--- src/rtl/bfrx_pkg.sv ---
package bfrx_pkg;

  // Payload store geometry.
  localparam int PAYLOAD_DEPTH = 64;
  localparam int IDX_W = $clog2(PAYLOAD_DEPTH);
  localparam int CNT_W = 7;
  localparam logic [CNT_W-1:0] DEPTH_CNT = CNT_W'(PAYLOAD_DEPTH);

  // Legal length byte range (destination, payload and checksum).
  localparam logic [7:0] MIN_LEN = 8'd2;
  localparam logic [7:0] MAX_LEN = 8'(PAYLOAD_DEPTH + 2);

  // Input operation codes.
  typedef enum logic {
    OP_BYTE    = 1'b0,
    OP_TIMEOUT = 1'b1
  } op_t;

  // Line error codes.
  localparam logic [1:0] LE_NONE    = 2'd0;
  localparam logic [1:0] LE_FRAMING = 2'd1;

  // Result status codes.
  typedef enum logic [1:0] {
    ST_PAYLOAD = 2'd0,
    ST_EMPTY   = 2'd1,
    ST_CSUM    = 2'd2,
    ST_LEN     = 2'd3
  } status_t;

  // Receive phase of the frame parser.
  typedef enum logic [1:0] {
    PH_IDLE    = 2'd0,
    PH_RECV    = 2'd1,
    PH_DISCARD = 2'd2
  } phase_t;

  // Controller states.
  typedef enum logic [1:0] {
    CS_ACCEPT = 2'd0,
    CS_READ   = 2'd1,
    CS_EMIT   = 2'd2
  } ctl_state_t;

  // Commands from the controller to the datapath.
  typedef struct packed {
    logic take;
    logic load_payload;
  } bfrx_cmd_t;

  // Status from the datapath to the controller.
  typedef struct packed {
    logic single_res;
    logic burst_res;
    logic last_rd;
  } bfrx_stat_t;

endpackage

--- src/rtl/bfrx_ram.sv ---
module bfrx_ram #(
  parameter int WIDTH = 8,
  parameter int DEPTH = 64
) (
  input  logic                     clk,
  input  logic                     we,
  input  logic [$clog2(DEPTH)-1:0] waddr,
  input  logic [WIDTH-1:0]         wdata,
  input  logic [$clog2(DEPTH)-1:0] raddr,
  output logic [WIDTH-1:0]         rdata
);

  logic [WIDTH-1:0] mem [DEPTH];

  // One write port, one registered read port.
  always_ff @(posedge clk) begin
    if (we) begin
      mem[waddr] <= wdata;
    end
    rdata <= mem[raddr];
  end

endmodule

--- src/rtl/bfrx_dp.sv ---
module bfrx_dp
  import bfrx_pkg::*;
(
  input  logic       clk,
  input  logic       rst_n,
  input  logic [7:0] in_tdata,
  input  logic [2:0] in_tuser,
  input  bfrx_cmd_t  cmd,
  output bfrx_stat_t stat,
  output logic [31:0] out_tdata,
  output logic [1:0] out_tuser,
  output logic       out_tlast
);

  // Frame state.
  phase_t             phase_r, phase_nxt;
  logic [CNT_W-1:0]   byte_count_r, byte_count_nxt;
  logic [7:0]         frame_length_r, frame_length_nxt;
  logic [7:0]         saved_source_r, saved_source_nxt;
  logic [7:0]         saved_dest_r, saved_dest_nxt;
  logic [7:0]         running_xor_r, running_xor_nxt;

  // Payload readout state.
  logic [CNT_W-1:0]   em_cnt_r, em_cnt_nxt;
  logic [IDX_W-1:0]   rd_idx_r, rd_idx_nxt;

  // Output register.
  status_t            out_st_r, out_st_nxt;
  logic [7:0]         out_src_r, out_src_nxt;
  logic [7:0]         out_dst_r, out_dst_nxt;
  logic [7:0]         out_data_r, out_data_nxt;
  logic [CNT_W-1:0]   out_cnt_r, out_cnt_nxt;
  logic               out_last_r, out_last_nxt;

  // Decode of the incoming transfer.
  op_t              op;
  logic [7:0]       rx_byte;
  logic [1:0]       line_error;
  logic [CNT_W-1:0] pos;
  logic             is_timeout, is_frame_err, is_byte;
  logic             len_bad, is_csum, csum_ok;
  logic [7:0]       cnt_full;
  logic [CNT_W-1:0] cnt;
  logic [CNT_W-1:0] wr_off;
  logic             ram_we;
  logic [7:0]       ram_rdata;
  status_t          single_st;

  assign op         = op_t'(in_tuser[0]);
  assign line_error = in_tuser[2:1];
  assign rx_byte    = in_tdata;
  assign pos        = byte_count_r;

  // Classify the item against the current frame position.
  always_comb begin
    is_timeout   = (op == OP_TIMEOUT);
    is_frame_err = !is_timeout && (line_error == LE_FRAMING);
    is_byte      = !is_timeout && !is_frame_err && (line_error == LE_NONE) &&
                   (phase_r != PH_DISCARD);
    len_bad      = (pos == 7'd1) && ((rx_byte < MIN_LEN) || (rx_byte > MAX_LEN));
    is_csum      = (pos >= 7'd2) &&
                   ({2'b00, pos} == ({1'b0, frame_length_r} + 9'd1));
    csum_ok      = (rx_byte == running_xor_r);
    cnt_full     = frame_length_r - 8'd2;
    cnt          = cnt_full[CNT_W-1:0];
    wr_off       = pos - 7'd3;
    ram_we       = cmd.take && is_byte && !len_bad && !is_csum && (pos >= 7'd3) &&
                   (wr_off < DEPTH_CNT);
  end

  // Status toward the controller.
  always_comb begin
    stat.single_res = is_byte && (len_bad || (is_csum && (!csum_ok || cnt == '0)));
    stat.burst_res  = is_byte && is_csum && csum_ok && (cnt != '0);
    stat.last_rd    = ((CNT_W'(rd_idx_r) + 7'd1) == em_cnt_r);
  end

  // Code of a single status result.
  always_comb begin
    priority if (len_bad) begin
      single_st = ST_LEN;
    end else if (!csum_ok) begin
      single_st = ST_CSUM;
    end else begin
      single_st = ST_EMPTY;
    end
  end

  // Next frame state.
  always_comb begin
    phase_nxt        = phase_r;
    byte_count_nxt   = byte_count_r;
    frame_length_nxt = frame_length_r;
    saved_source_nxt = saved_source_r;
    saved_dest_nxt   = saved_dest_r;
    running_xor_nxt  = running_xor_r;
    em_cnt_nxt       = em_cnt_r;
    rd_idx_nxt       = rd_idx_r;

    if (cmd.take) begin
      priority if (is_timeout) begin
        phase_nxt        = PH_IDLE;
        byte_count_nxt   = '0;
        frame_length_nxt = '0;
        running_xor_nxt  = '0;
      end else if (is_frame_err) begin
        phase_nxt        = PH_DISCARD;
        byte_count_nxt   = '0;
        frame_length_nxt = '0;
        running_xor_nxt  = '0;
      end else if (is_byte) begin
        phase_nxt = PH_RECV;
        if (pos == 7'd0) begin
          saved_source_nxt = rx_byte;
        end
        if (pos == 7'd1) begin
          frame_length_nxt = rx_byte;
        end
        if (pos == 7'd2) begin
          saved_dest_nxt = rx_byte;
        end
        priority if (len_bad) begin
          phase_nxt        = PH_DISCARD;
          byte_count_nxt   = '0;
          frame_length_nxt = '0;
          running_xor_nxt  = '0;
        end else if (is_csum) begin
          // Frame done: latch the payload size for readout.
          phase_nxt        = PH_IDLE;
          byte_count_nxt   = '0;
          frame_length_nxt = '0;
          running_xor_nxt  = '0;
          em_cnt_nxt       = cnt;
          rd_idx_nxt       = '0;
        end else begin
          running_xor_nxt = running_xor_r ^ rx_byte;
          byte_count_nxt  = pos + 7'd1;
        end
      end
    end

    if (cmd.load_payload) begin
      rd_idx_nxt = rd_idx_r + IDX_W'(1);
    end
  end

  // Next output register contents.
  always_comb begin
    out_st_nxt   = out_st_r;
    out_src_nxt  = out_src_r;
    out_dst_nxt  = out_dst_r;
    out_data_nxt = out_data_r;
    out_cnt_nxt  = out_cnt_r;
    out_last_nxt = out_last_r;
    if (cmd.take && stat.single_res) begin
      out_st_nxt   = single_st;
      out_src_nxt  = saved_source_r;
      out_dst_nxt  = len_bad ? 8'd0 : saved_dest_r;
      out_data_nxt = 8'd0;
      out_cnt_nxt  = len_bad ? 7'd0 : cnt;
      out_last_nxt = 1'b1;
    end else if (cmd.load_payload) begin
      out_st_nxt   = ST_PAYLOAD;
      out_src_nxt  = saved_source_r;
      out_dst_nxt  = saved_dest_r;
      out_data_nxt = ram_rdata;
      out_cnt_nxt  = em_cnt_r;
      out_last_nxt = stat.last_rd;
    end
  end

  // Frame state registers.
  always_ff @(posedge clk) begin
    if (!rst_n) begin
      phase_r        <= PH_IDLE;
      byte_count_r   <= '0;
      frame_length_r <= '0;
      saved_source_r <= '0;
      saved_dest_r   <= '0;
      running_xor_r  <= '0;
      em_cnt_r       <= '0;
      rd_idx_r       <= '0;
    end else begin
      phase_r        <= phase_nxt;
      byte_count_r   <= byte_count_nxt;
      frame_length_r <= frame_length_nxt;
      saved_source_r <= saved_source_nxt;
      saved_dest_r   <= saved_dest_nxt;
      running_xor_r  <= running_xor_nxt;
      em_cnt_r       <= em_cnt_nxt;
      rd_idx_r       <= rd_idx_nxt;
    end
  end

  // Output payload registers.
  always_ff @(posedge clk) begin
    out_st_r   <= out_st_nxt;
    out_src_r  <= out_src_nxt;
    out_dst_r  <= out_dst_nxt;
    out_data_r <= out_data_nxt;
    out_cnt_r  <= out_cnt_nxt;
    out_last_r <= out_last_nxt;
  end

  // Payload store.
  bfrx_ram #(
    .WIDTH (8),
    .DEPTH (PAYLOAD_DEPTH)
  ) u_store (
    .clk   (clk),
    .we    (ram_we),
    .waddr (wr_off[IDX_W-1:0]),
    .wdata (rx_byte),
    .raddr (rd_idx_r),
    .rdata (ram_rdata)
  );

  assign out_tdata = {1'b0, out_cnt_r, out_data_r, out_dst_r, out_src_r};
  assign out_tuser = out_st_r;
  assign out_tlast = out_last_r;

endmodule

--- src/rtl/bfrx_ctrl.sv ---
module bfrx_ctrl
  import bfrx_pkg::*;
(
  input  logic       clk,
  input  logic       rst_n,
  input  logic       in_tvalid,
  output logic       in_tready,
  output logic       out_tvalid,
  input  logic       out_tready,
  input  bfrx_stat_t stat,
  output bfrx_cmd_t  cmd
);

  ctl_state_t state_r, state_nxt;
  logic       out_valid_r, out_valid_nxt;
  logic       out_free;

  assign out_free = !out_valid_r || out_tready;

  // Next state and commands.
  always_comb begin
    state_nxt        = state_r;
    in_tready        = 1'b0;
    cmd.take         = 1'b0;
    cmd.load_payload = 1'b0;
    unique case (state_r)
      CS_ACCEPT: begin
        in_tready = out_free;
        cmd.take  = in_tvalid && out_free;
        if (cmd.take && stat.burst_res) begin
          state_nxt = CS_READ;
        end
      end
      CS_READ: begin
        // Store read address is presented this cycle.
        state_nxt = CS_EMIT;
      end
      CS_EMIT: begin
        if (out_free) begin
          cmd.load_payload = 1'b1;
          state_nxt        = stat.last_rd ? CS_ACCEPT : CS_READ;
        end
      end
      default: begin
        state_nxt = CS_ACCEPT;
      end
    endcase
  end

  // Output valid flag.
  always_comb begin
    out_valid_nxt = out_valid_r && !out_tready;
    if ((cmd.take && stat.single_res) || cmd.load_payload) begin
      out_valid_nxt = 1'b1;
    end
  end

  always_ff @(posedge clk) begin
    if (!rst_n) begin
      state_r     <= CS_ACCEPT;
      out_valid_r <= 1'b0;
    end else begin
      state_r     <= state_nxt;
      out_valid_r <= out_valid_nxt;
    end
  end

  assign out_tvalid = out_valid_r;

endmodule

--- src/rtl/bus_frame_receiver_xor_check.sv ---
// Serial-bus frame receiver with XOR checksum check.
// Input channel: one transfer per received byte or per quiet-line timeout.
// Frames are source, length, destination, payload, checksum; the checksum
// must equal the XOR of all earlier bytes of the frame.
// Result channel: a verified message gives one transfer per payload byte,
// tlast on the final one; an empty message, a checksum mismatch or a bad
// length gives a single status transfer with tlast set.
// A status result is loaded into the output register when its input
// transfer is taken. For a payload message each byte is first read from
// the payload store (registered read) and then loaded into the output
// register once that register is free; no input is taken meanwhile.
// Items that produce no result leave the controller waiting for input.
// in_tready is high when the controller is waiting for input and the output
// register is empty or being taken in that cycle.
// A stalled receiver holds the current result and the block waits.
// Reset clears the parser to idle and empties the output register; the
// payload store is not cleared, since a message reads only what it wrote.
module bus_frame_receiver_xor_check
  import bfrx_pkg::*;
(
  input  logic        clk,
  input  logic        rst_n,
  input  logic        in_tvalid,
  output logic        in_tready,
  input  logic [7:0]  in_tdata,   // rx_byte
  input  logic [2:0]  in_tuser,   // operation, line_error[1:0]
  output logic        out_tvalid,
  input  logic        out_tready,
  output logic [31:0] out_tdata,  // source_addr, dest_addr, data_byte, payload_count, pad
  output logic [1:0]  out_tuser,  // status
  output logic        out_tlast
);

  bfrx_cmd_t  cmd;
  bfrx_stat_t stat;

  bfrx_ctrl u_ctrl (
    .clk        (clk),
    .rst_n      (rst_n),
    .in_tvalid  (in_tvalid),
    .in_tready  (in_tready),
    .out_tvalid (out_tvalid),
    .out_tready (out_tready),
    .stat       (stat),
    .cmd        (cmd)
  );

  bfrx_dp u_dp (
    .clk       (clk),
    .rst_n     (rst_n),
    .in_tdata  (in_tdata),
    .in_tuser  (in_tuser),
    .cmd       (cmd),
    .stat      (stat),
    .out_tdata (out_tdata),
    .out_tuser (out_tuser),
    .out_tlast (out_tlast)
  );

endmodule

--- config.mk ---
export PLATFORM = sky130hd
export DESIGN_NAME = bus_frame_receiver_xor_check
export DESIGN_NICKNAME = d
export VERILOG_FILES = /design/src/rtl/bfrx_pkg.sv /design/src/rtl/bfrx_ram.sv /design/src/rtl/bfrx_dp.sv /design/src/rtl/bfrx_ctrl.sv /design/src/rtl/bus_frame_receiver_xor_check.sv
export SDC_FILE = /design/constraint.sdc
export NUM_CORES = 1
export LEC_CHECK = 0
export ABC_AREA = 1
export BUFFER_PORTS_ARGS = -buffer_cell sky130_fd_sc_hd__buf_2
export CAP_MARGIN = 0
export CORE_AREA = 4 4 277 279
export DETAILED_ROUTE_END_ITERATION = 10
export DIE_AREA = 0 0 281 283
export PLACE_DENSITY = 0.53
export SLEW_MARGIN = 40
export SYNTH_ARGS = -nofsm -noshare
export SYNTH_HDL_FRONTEND = slang
export SYNTH_HIERARCHICAL = 1
export SYNTH_SLANG_ARGS = --single-unit
--- constraint.sdc ---
create_clock -name clk -period 7.1 [get_ports clk]
set_input_delay 1.42 -clock clk [delete_from_list [all_inputs] [get_ports clk]]
set_output_delay 1.42 -clock clk [all_outputs]
set_load 0.005 [all_outputs]
==> results of run 1 <==
-- final cells by class --
type | count | area share
multi-input cells | 1557 | 0.246
inverters | 83 | 0.0112
clock buffers | 80 | 0.0569
clock inverters | 30 | 0.00940
well taps | 969 | 0.0422
flip-flops and latches | 611 | 0.613
repair buffers | 94 | 0.0218
-- stage by stage --
stage	setup slack, ns	instance area [um2]	utilization	hold WS [ns]
after floorplan	3.16	25900	-	0.403
after global placement	1.60	26700	0.360	0.421
after detailed placement	1.90	26800	0.361	0.416
after CTS	2.58	28700	0.387	0.432
after global routing	2.40	28800	0.387	0.440
final	2.59	28800	0.387	0.436
-- flip-flops by register name, summed over array words and instances (netlist names), 6 cells and up --
register             flops
u_dp/byte_count_r        7
u_dp/em_cnt_r            7
u_dp/frame_length_r      8
u_dp/out_cnt_r           7
u_dp/out_data_r          8
u_dp/out_dst_r           8
u_dp/out_src_r           8
u_dp/rd_idx_r            6
u_dp/running_xor_r       8
u_dp/saved_dest_r        8
u_dp/saved_source_r      8
u_dp/u_store/mem       512
u_dp/u_store/rdata       8
-- worst max-delay path, delay by kind of cell --
family        cells  cell delay, ns
simple gates      9            2.33
buf+inv           4            0.96
-- logic make-up (layout without fill, tap and decap cells) --
group	after synthesis	in the layout	synth area share
other	1	1	0.000145
buffers and inverters	211	287	0.0468
flip-flops	611	611	0.680
AND/OR/NAND/NOR	1425	1425	0.239
AO/OA/AOI/OAI	97	97	0.0207
XOR/XNOR	25	25	0.00846
adder cells (fa/ha/maj)	9	9	0.00435
-- routing by layer --
layer	vias up	global-route usage
met4	0	0.0419
met3	95	0.0251
li1	8256	-
met1	8709	0.248
met5	-	0
met2	553	0.281
-- where the power goes --
group / total [mW] / internal, mW / leakage, nW / switching (mW)
Sequential: 3.93 / 3.92 / 5.44 / 0.0140
Clock: 3.08 / 1.73 / 0.913 / 1.35
Combinational: 0.218 / 0.0475 / 3.93 / 0.171
-- layout by cell type (no fill, tap or decap), types with 6 or more instances in the layout --
| cell type | netlist | final |
|---|---|---|
| nand2_1 | 766 | 765 |
| edfxtp_1 | 537 | 537 |
| nand3_1 | 478 | 478 |
| nor2_1 | 116 | 116 |
| inv_1 | 73 | 71 |
| dfxtp_1 | 74 | 71 |
| clkbuf_16 | 0 | 60 |
| buf_2 | 37 | 50 |
| a21oi_1 | 45 | 45 |
| buf_4 | 18 | 36 |
| o21ai_0 | 32 | 32 |
| nand4_1 | 17 | 17 |
| nor2_2 | 16 | 16 |
| clkbuf_1 | 24 | 14 |
| xor2_1 | 14 | 14 |
| xnor2_1 | 11 | 11 |
| clkinv_2 | 0 | 9 |
| nor4_1 | 9 | 9 |
| ha_1 | 9 | 9 |
| clkinvlp_4 | 0 | 8 |
| inv_2 | 7 | 8 |
| o21ai_2 | 8 | 8 |
| clkbuf_8 | 0 | 6 |
| clkinv_1 | 2 | 6 |
| nand2_2 | 5 | 6 |
| buf_6 | 37 | 6 |
-- path summary, 6_finish.rpt --
kind,endpoint,slack (ns),depth (start not counted)
setup / recovery,u_dp/u_store/mem[26][5],2.59,13
hold / removal,u_dp/out_src_r[5],0.44,0
hold reg to reg,u_dp/out_src_r[5],0.44,0
setup reg to reg,u_dp/u_store/mem[26][5],3.22,13
==> results.md, run 1 <==
* Outcome: finished clean
* Area of the multi-input gates at ~7100 um2
* Sequential-to-total area share from yosys stat at 0.680
* Mapped Avg Cell Area at 10.9 um2
* Vias/cell at 5.14
* FILL cells at 7222
* Die area at 79500 um2
* Initial core utilization at 0.349
* Top_reg_cell synth: edfxtp_1
* Most frequent CP cell: buf_4
* Setup_tns at 0 ns
* Mapped Cells at between 2000 and 2500
* Root buffer cell: clkbuf_16
* Mapped Nets at 2403
* First-pass GRT wire length at 106 mm
* Design Power at 7.24 mW
* H-tree depth at 2
* ANT cells at 0
* Area Overhead vs Synth at 11.1%
* Unique masters post-synth at 44
* IO buf count at 50
* FMAX at 0.222 GHz
* Hold Vio Cnt, Final at 0
* Final max-slew violation count at 0
* Met1 wire length at 31.9 mm
* Number of max-cap violations at 0
* Placed insts at between 3000 and 4000
* Largest cells by area after synthesis: edfxtp_1 (62%), nand2_1 (11%), nand3_1 (9.2%), dfxtp_1 (5.7%), nor2_1 (1.7%)
* Power Dens Cells at between 200 and 300 nW/um2
* Pleak at 10.3 nW
* TritonCTS Buffers at 60
* Postcts setup bufs at 0
* Synth top cells by count: nand2_1 (766), edfxtp_1 (537), nand3_1 (478)
* Ports at 52
* Final period util at 0.635
* Clock Skew at around 0.027 ns
* RePlAce Congestion at 0.828
* Uppermost routed layer: met4
* Wire per inst at between 20 and 25 um
* Share of layout cells above drive strength 1 at 0.0994
* Min Tclk post-route at 4.51 ns
* Total number of vias at 17613
* Post-synth top area cell: edfxtp_1
* Die width at 281 um
* CP Launch Type: input pin
* Req. time, crit path at 7.35 ns
* HP Start: u_dp/saved_source_r[5]
* Post-DP HPWL at ~44 mm
* DRC at 0
* Largest net degree at the start of global routing at 120
* Yosys warns at 6
* Slew margin rel. at 0.437
* Actual slew at the worst max-slew pin at 0.845 ns
* RR Startpoint: u_dp/frame_length_r[0]
* Total GRT Usage at 0.174
* Peak supply drop at 0.000169 V
* FF/Latch Area at 17600 um2
* Drt total wl at 70.8 mm
* Core Area at 74200 um2
* Post-route insts no fill at 3424
* Setup violators final at 0
* Vert. Die Dim at ~280 um
* Skew-Pair Late Insertion Delay at 0.63 ns
* Met2 WL at 33.3 mm
* Yosys top cell area share at 0.623
* Worst path arrival time at approximately 4.8 ns
* Final ANT Viol Nets at 0
* Total gr overflow at 0
* Synthesized cell area at 25900 um2
* Cell with the most instances after synthesis: nand2_1
* Hold Path Class: reg -> reg
* Number of synthesized flops with an enable pin at 537
* Cell Chain, Critical Path: buf_2 > buf_4 > nor2_1 > nand3_1 > nand2_1 > nand3b_1 > nand2_2 > nand2_2 > nor3_1 > buf_4 > nand4_1 > buf_4 > nor2_1
* CP max stage cell: nor2_1
* FF+latch count, synth at just over 600
* CTS sink cnt at 611
* Initial antenna violation count at 0
* Post_cts resized at 0
* TritonRoute pass-1 iters at 6
* Max FO, Critical Path at 22
* Critical path's largest stage delay at between 0.5 and 0.6 ns
* Crit Path Class: in -> reg
* CTS Hold Bufs at 0
* Crit end category: register
* Vias in the first global route at 17239
* Nets@finish at 2431
* Met3 Wirelength at 4.16 mm
* Ys async rst share at 0
* First DRT Iteration DRCs at 1536
* Clk pin slew, worst setup/hold paths at 0.06 ns
* CTS tree: done
* Worst setup path startpoint: in_tdata[5]
* Core Rows at 100
* Clock buffer depth at 3
* RSZ-0062 raised after global routing: no
Note: power is estimated with default switching activity, not from simulation.
==> run 2, diff against run 1 <==
--- a/config.mk
+++ b/config.mk
@@ -11,7 +11,7 @@
 export CORE_AREA = 4 4 277 279
 export DETAILED_ROUTE_END_ITERATION = 10
 export DIE_AREA = 0 0 281 283
-export PLACE_DENSITY = 0.53
+export PLACE_DENSITY = 0.55
 export SLEW_MARGIN = 40
 export SYNTH_ARGS = -nofsm -noshare
 export SYNTH_HDL_FRONTEND = slang
==> constraint.sdc (replaced) <==
create_clock -name clk -period 4.12 [get_ports clk]
set_input_delay 0.824 -clock clk [delete_from_list [all_inputs] [get_ports clk]]
set_output_delay 0.824 -clock clk [all_outputs]
set_load 0.005 [all_outputs]
==> run 2 against run 1 <==
Sequential cell count did not move. Final cell count rose by 0.41%. Non-clock buffer count rose by 11. Wire length fell by 0.62%. Clock-buffer cell count rose by 5. Critical path type is now reg -> reg. Sequential power rose by 73%. Die area did not move.
==> results.md, run 2 (synthesis gave the netlist of run 1 again) <==
* Hold Vio Cnt, Final at 0
* Die area at 79500 um2
* Core Area at 74200 um2
* Setup WS pre-CTS at roughly 0.5 ns
* Core Rows at 100
* Post-DP HPWL at 44.1 mm
* Setup WS post-layout at 0.849 ns
* Max reg flops at about 510
* Worst path arrival time at between 3 and 4 ns
* Min Tclk post-route at approximately 3.3 ns
* Nets@finish at 2442
* Leading cell types in the layout, fill and taps excluded: nand2_1 (766), edfxtp_1 (537), nand3_1 (478)
* CTS sink cnt at 611
* Vert. Die Dim at 283 um
* Total GRT Usage at 0.174
* Clk pin slew, worst setup/hold paths at about 0.06 ns
* Final max-slew violation count at 0
* Power Dens Cells at 438 nW/um2
* Req. time, crit path at 4.37 ns
* Number of max-cap violations at 0
* Drt total wl at 70.4 mm
* Die width at 281 um
* Worst Hold Path Cells at 0
* Clock buffer depth at 3
* CP Buf/Inv Count at 2
* H-tree depth at 2
* Actual slew at the worst max-slew pin at approximately 0.8 ns
* Vias in the first global route at between 15000 and 20000
* Crit Path Class: reg -> reg
* FILL cells at 7178
* Clock Skew at 0.0251 ns
* WHS at 0.423 ns
* First-pass GRT wire length at 107 mm
* Hold Path Class: reg -> reg
* First DRT Iteration DRCs at 1473
* TritonCTS Buffers at 60
* Dpl cell area at 26900 um2
* Initial core utilization at 0.349
* CTS tree: done
* Cell Chain, Critical Path: ha_1 > nand3_1 > o21bai_1 > nand3_1 > nand2_1 > nor2_4 > nand3_4 > nand2_2 > nor3_1 > buf_4 > nand4_1 > buf_4 > nor2_1
* Worst r2r path cells at 13
* End of the worst register-to-register path: u_dp/u_store/mem[29][1]
* Share of layout cells above drive strength 1 at 0.102
* Outcome: finished clean
* Pleak at 10.4 nW
* Peak supply drop at 0.000334 V
* Critical path's largest stage delay at 0.52 ns
* CP max stage cell: dfxtp_1
* Max FO, Critical Path at 9
* Area Overhead vs Synth at 11.8%
* Wire per inst at roughly 20 um
* Postcts setup bufs at 0
* Top delay family on crit path: simple AND/OR/NAND/NOR gates
* Vias/cell at 5.13
* Design area at roughly 29000 um2
* Hold EP: u_dp/out_src_r[2]
* Crit end category: register
* CP Launch Type: register
* Skew-Pair Late Insertion Delay at around 0.64 ns
* Total number of vias at 17628
* TritonRoute pass-1 iters at 5
* Root buffer cell: clkbuf_16
* Reg-to-reg slack, setup at 0.85 ns
* Most common cell after layout, fill and taps aside: nand2_1
* DRC at 0
* Final ANT Viol Nets at 0
* RSZ-0062 raised after global routing: no
* ANT cells at 0
* RePlAce Congestion at 0.870
* Slew margin rel. at 0.451
* Setup_tns at 0 ns
* Total gr overflow at 0
* Final period util at 0.794
* FMAX at approximately 0.3 GHz
* RR Startpoint: u_dp/frame_length_r[0]
* Initial antenna violation count at 1
* Final core utilization at 0.390
* Ports at 52
* HP Start: u_dp/saved_source_r[2]
* Register name with the most flops: u_dp/u_store/mem
* Post_cts resized at 0
* Setup violators final at 0
* IO buf count at 50
* CTS Hold Bufs at 0
* Largest net degree at the start of global routing at 209
-- run 2: how the worst max path moves through the flow --
stage | from | to | slack [ns] | depth (start not counted)
after floorplan | out_tready | u_dp/u_store/mem[48][0] | 0.77 | 9
after global placement | in_tdata[6] | u_dp/u_store/mem[18][0] | 0.55 | 11
after detailed placement | in_tdata[6] | u_dp/u_store/mem[8][6] | 0.51 | 11
after CTS | u_dp/frame_length_r[0] | u_dp/u_store/mem[8][6] | 0.83 | 13
after global routing | u_dp/frame_length_r[0] | u_dp/u_store/mem[29][3] | 0.59 | 15
final | u_dp/frame_length_r[0] | u_dp/u_store/mem[29][1] | 0.85 | 13
-- run 2: cell type report --
class	count	area, um2	share of cell area
multi-input cells	1557	7060	0.244
clock inverters	28	329	0.0114
repair buffers	105	737	0.0255
inverters	83	322	0.0111
well taps	969	1210	0.0419
flip-flops and latches	611	17600	0.609
clock buffers	85	1670	0.0576
-- run 2: layer usage --
layer / track usage / part of all wire
met2: 0.286 / 0.48
met5: 0 / 0
met4: 0.0445 / 0.022
met3: 0.0282 / 0.066
met1: 0.241 / 0.43
-- run 2: metrics by stage --
step / std cells / power [mW]
after floorplan: 2379 / 7.07
final: 3438 / 12.7
after global routing: 3438 / 13.1
after global placement: 3323 / 7.31
after detailed placement: 3324 / 7.32
after CTS: 3437 / 12.8
-- run 2: power breakdown --
part / leakage, nW / switching, mW / total, mW / internal [mW]
Combinational: 3.99 / 0.308 / 0.398 / 0.0900
Clock: 0.984 / 2.30 / 5.51 / 3.20
Sequential: 5.44 / 0.0237 / 6.78 / 6.76
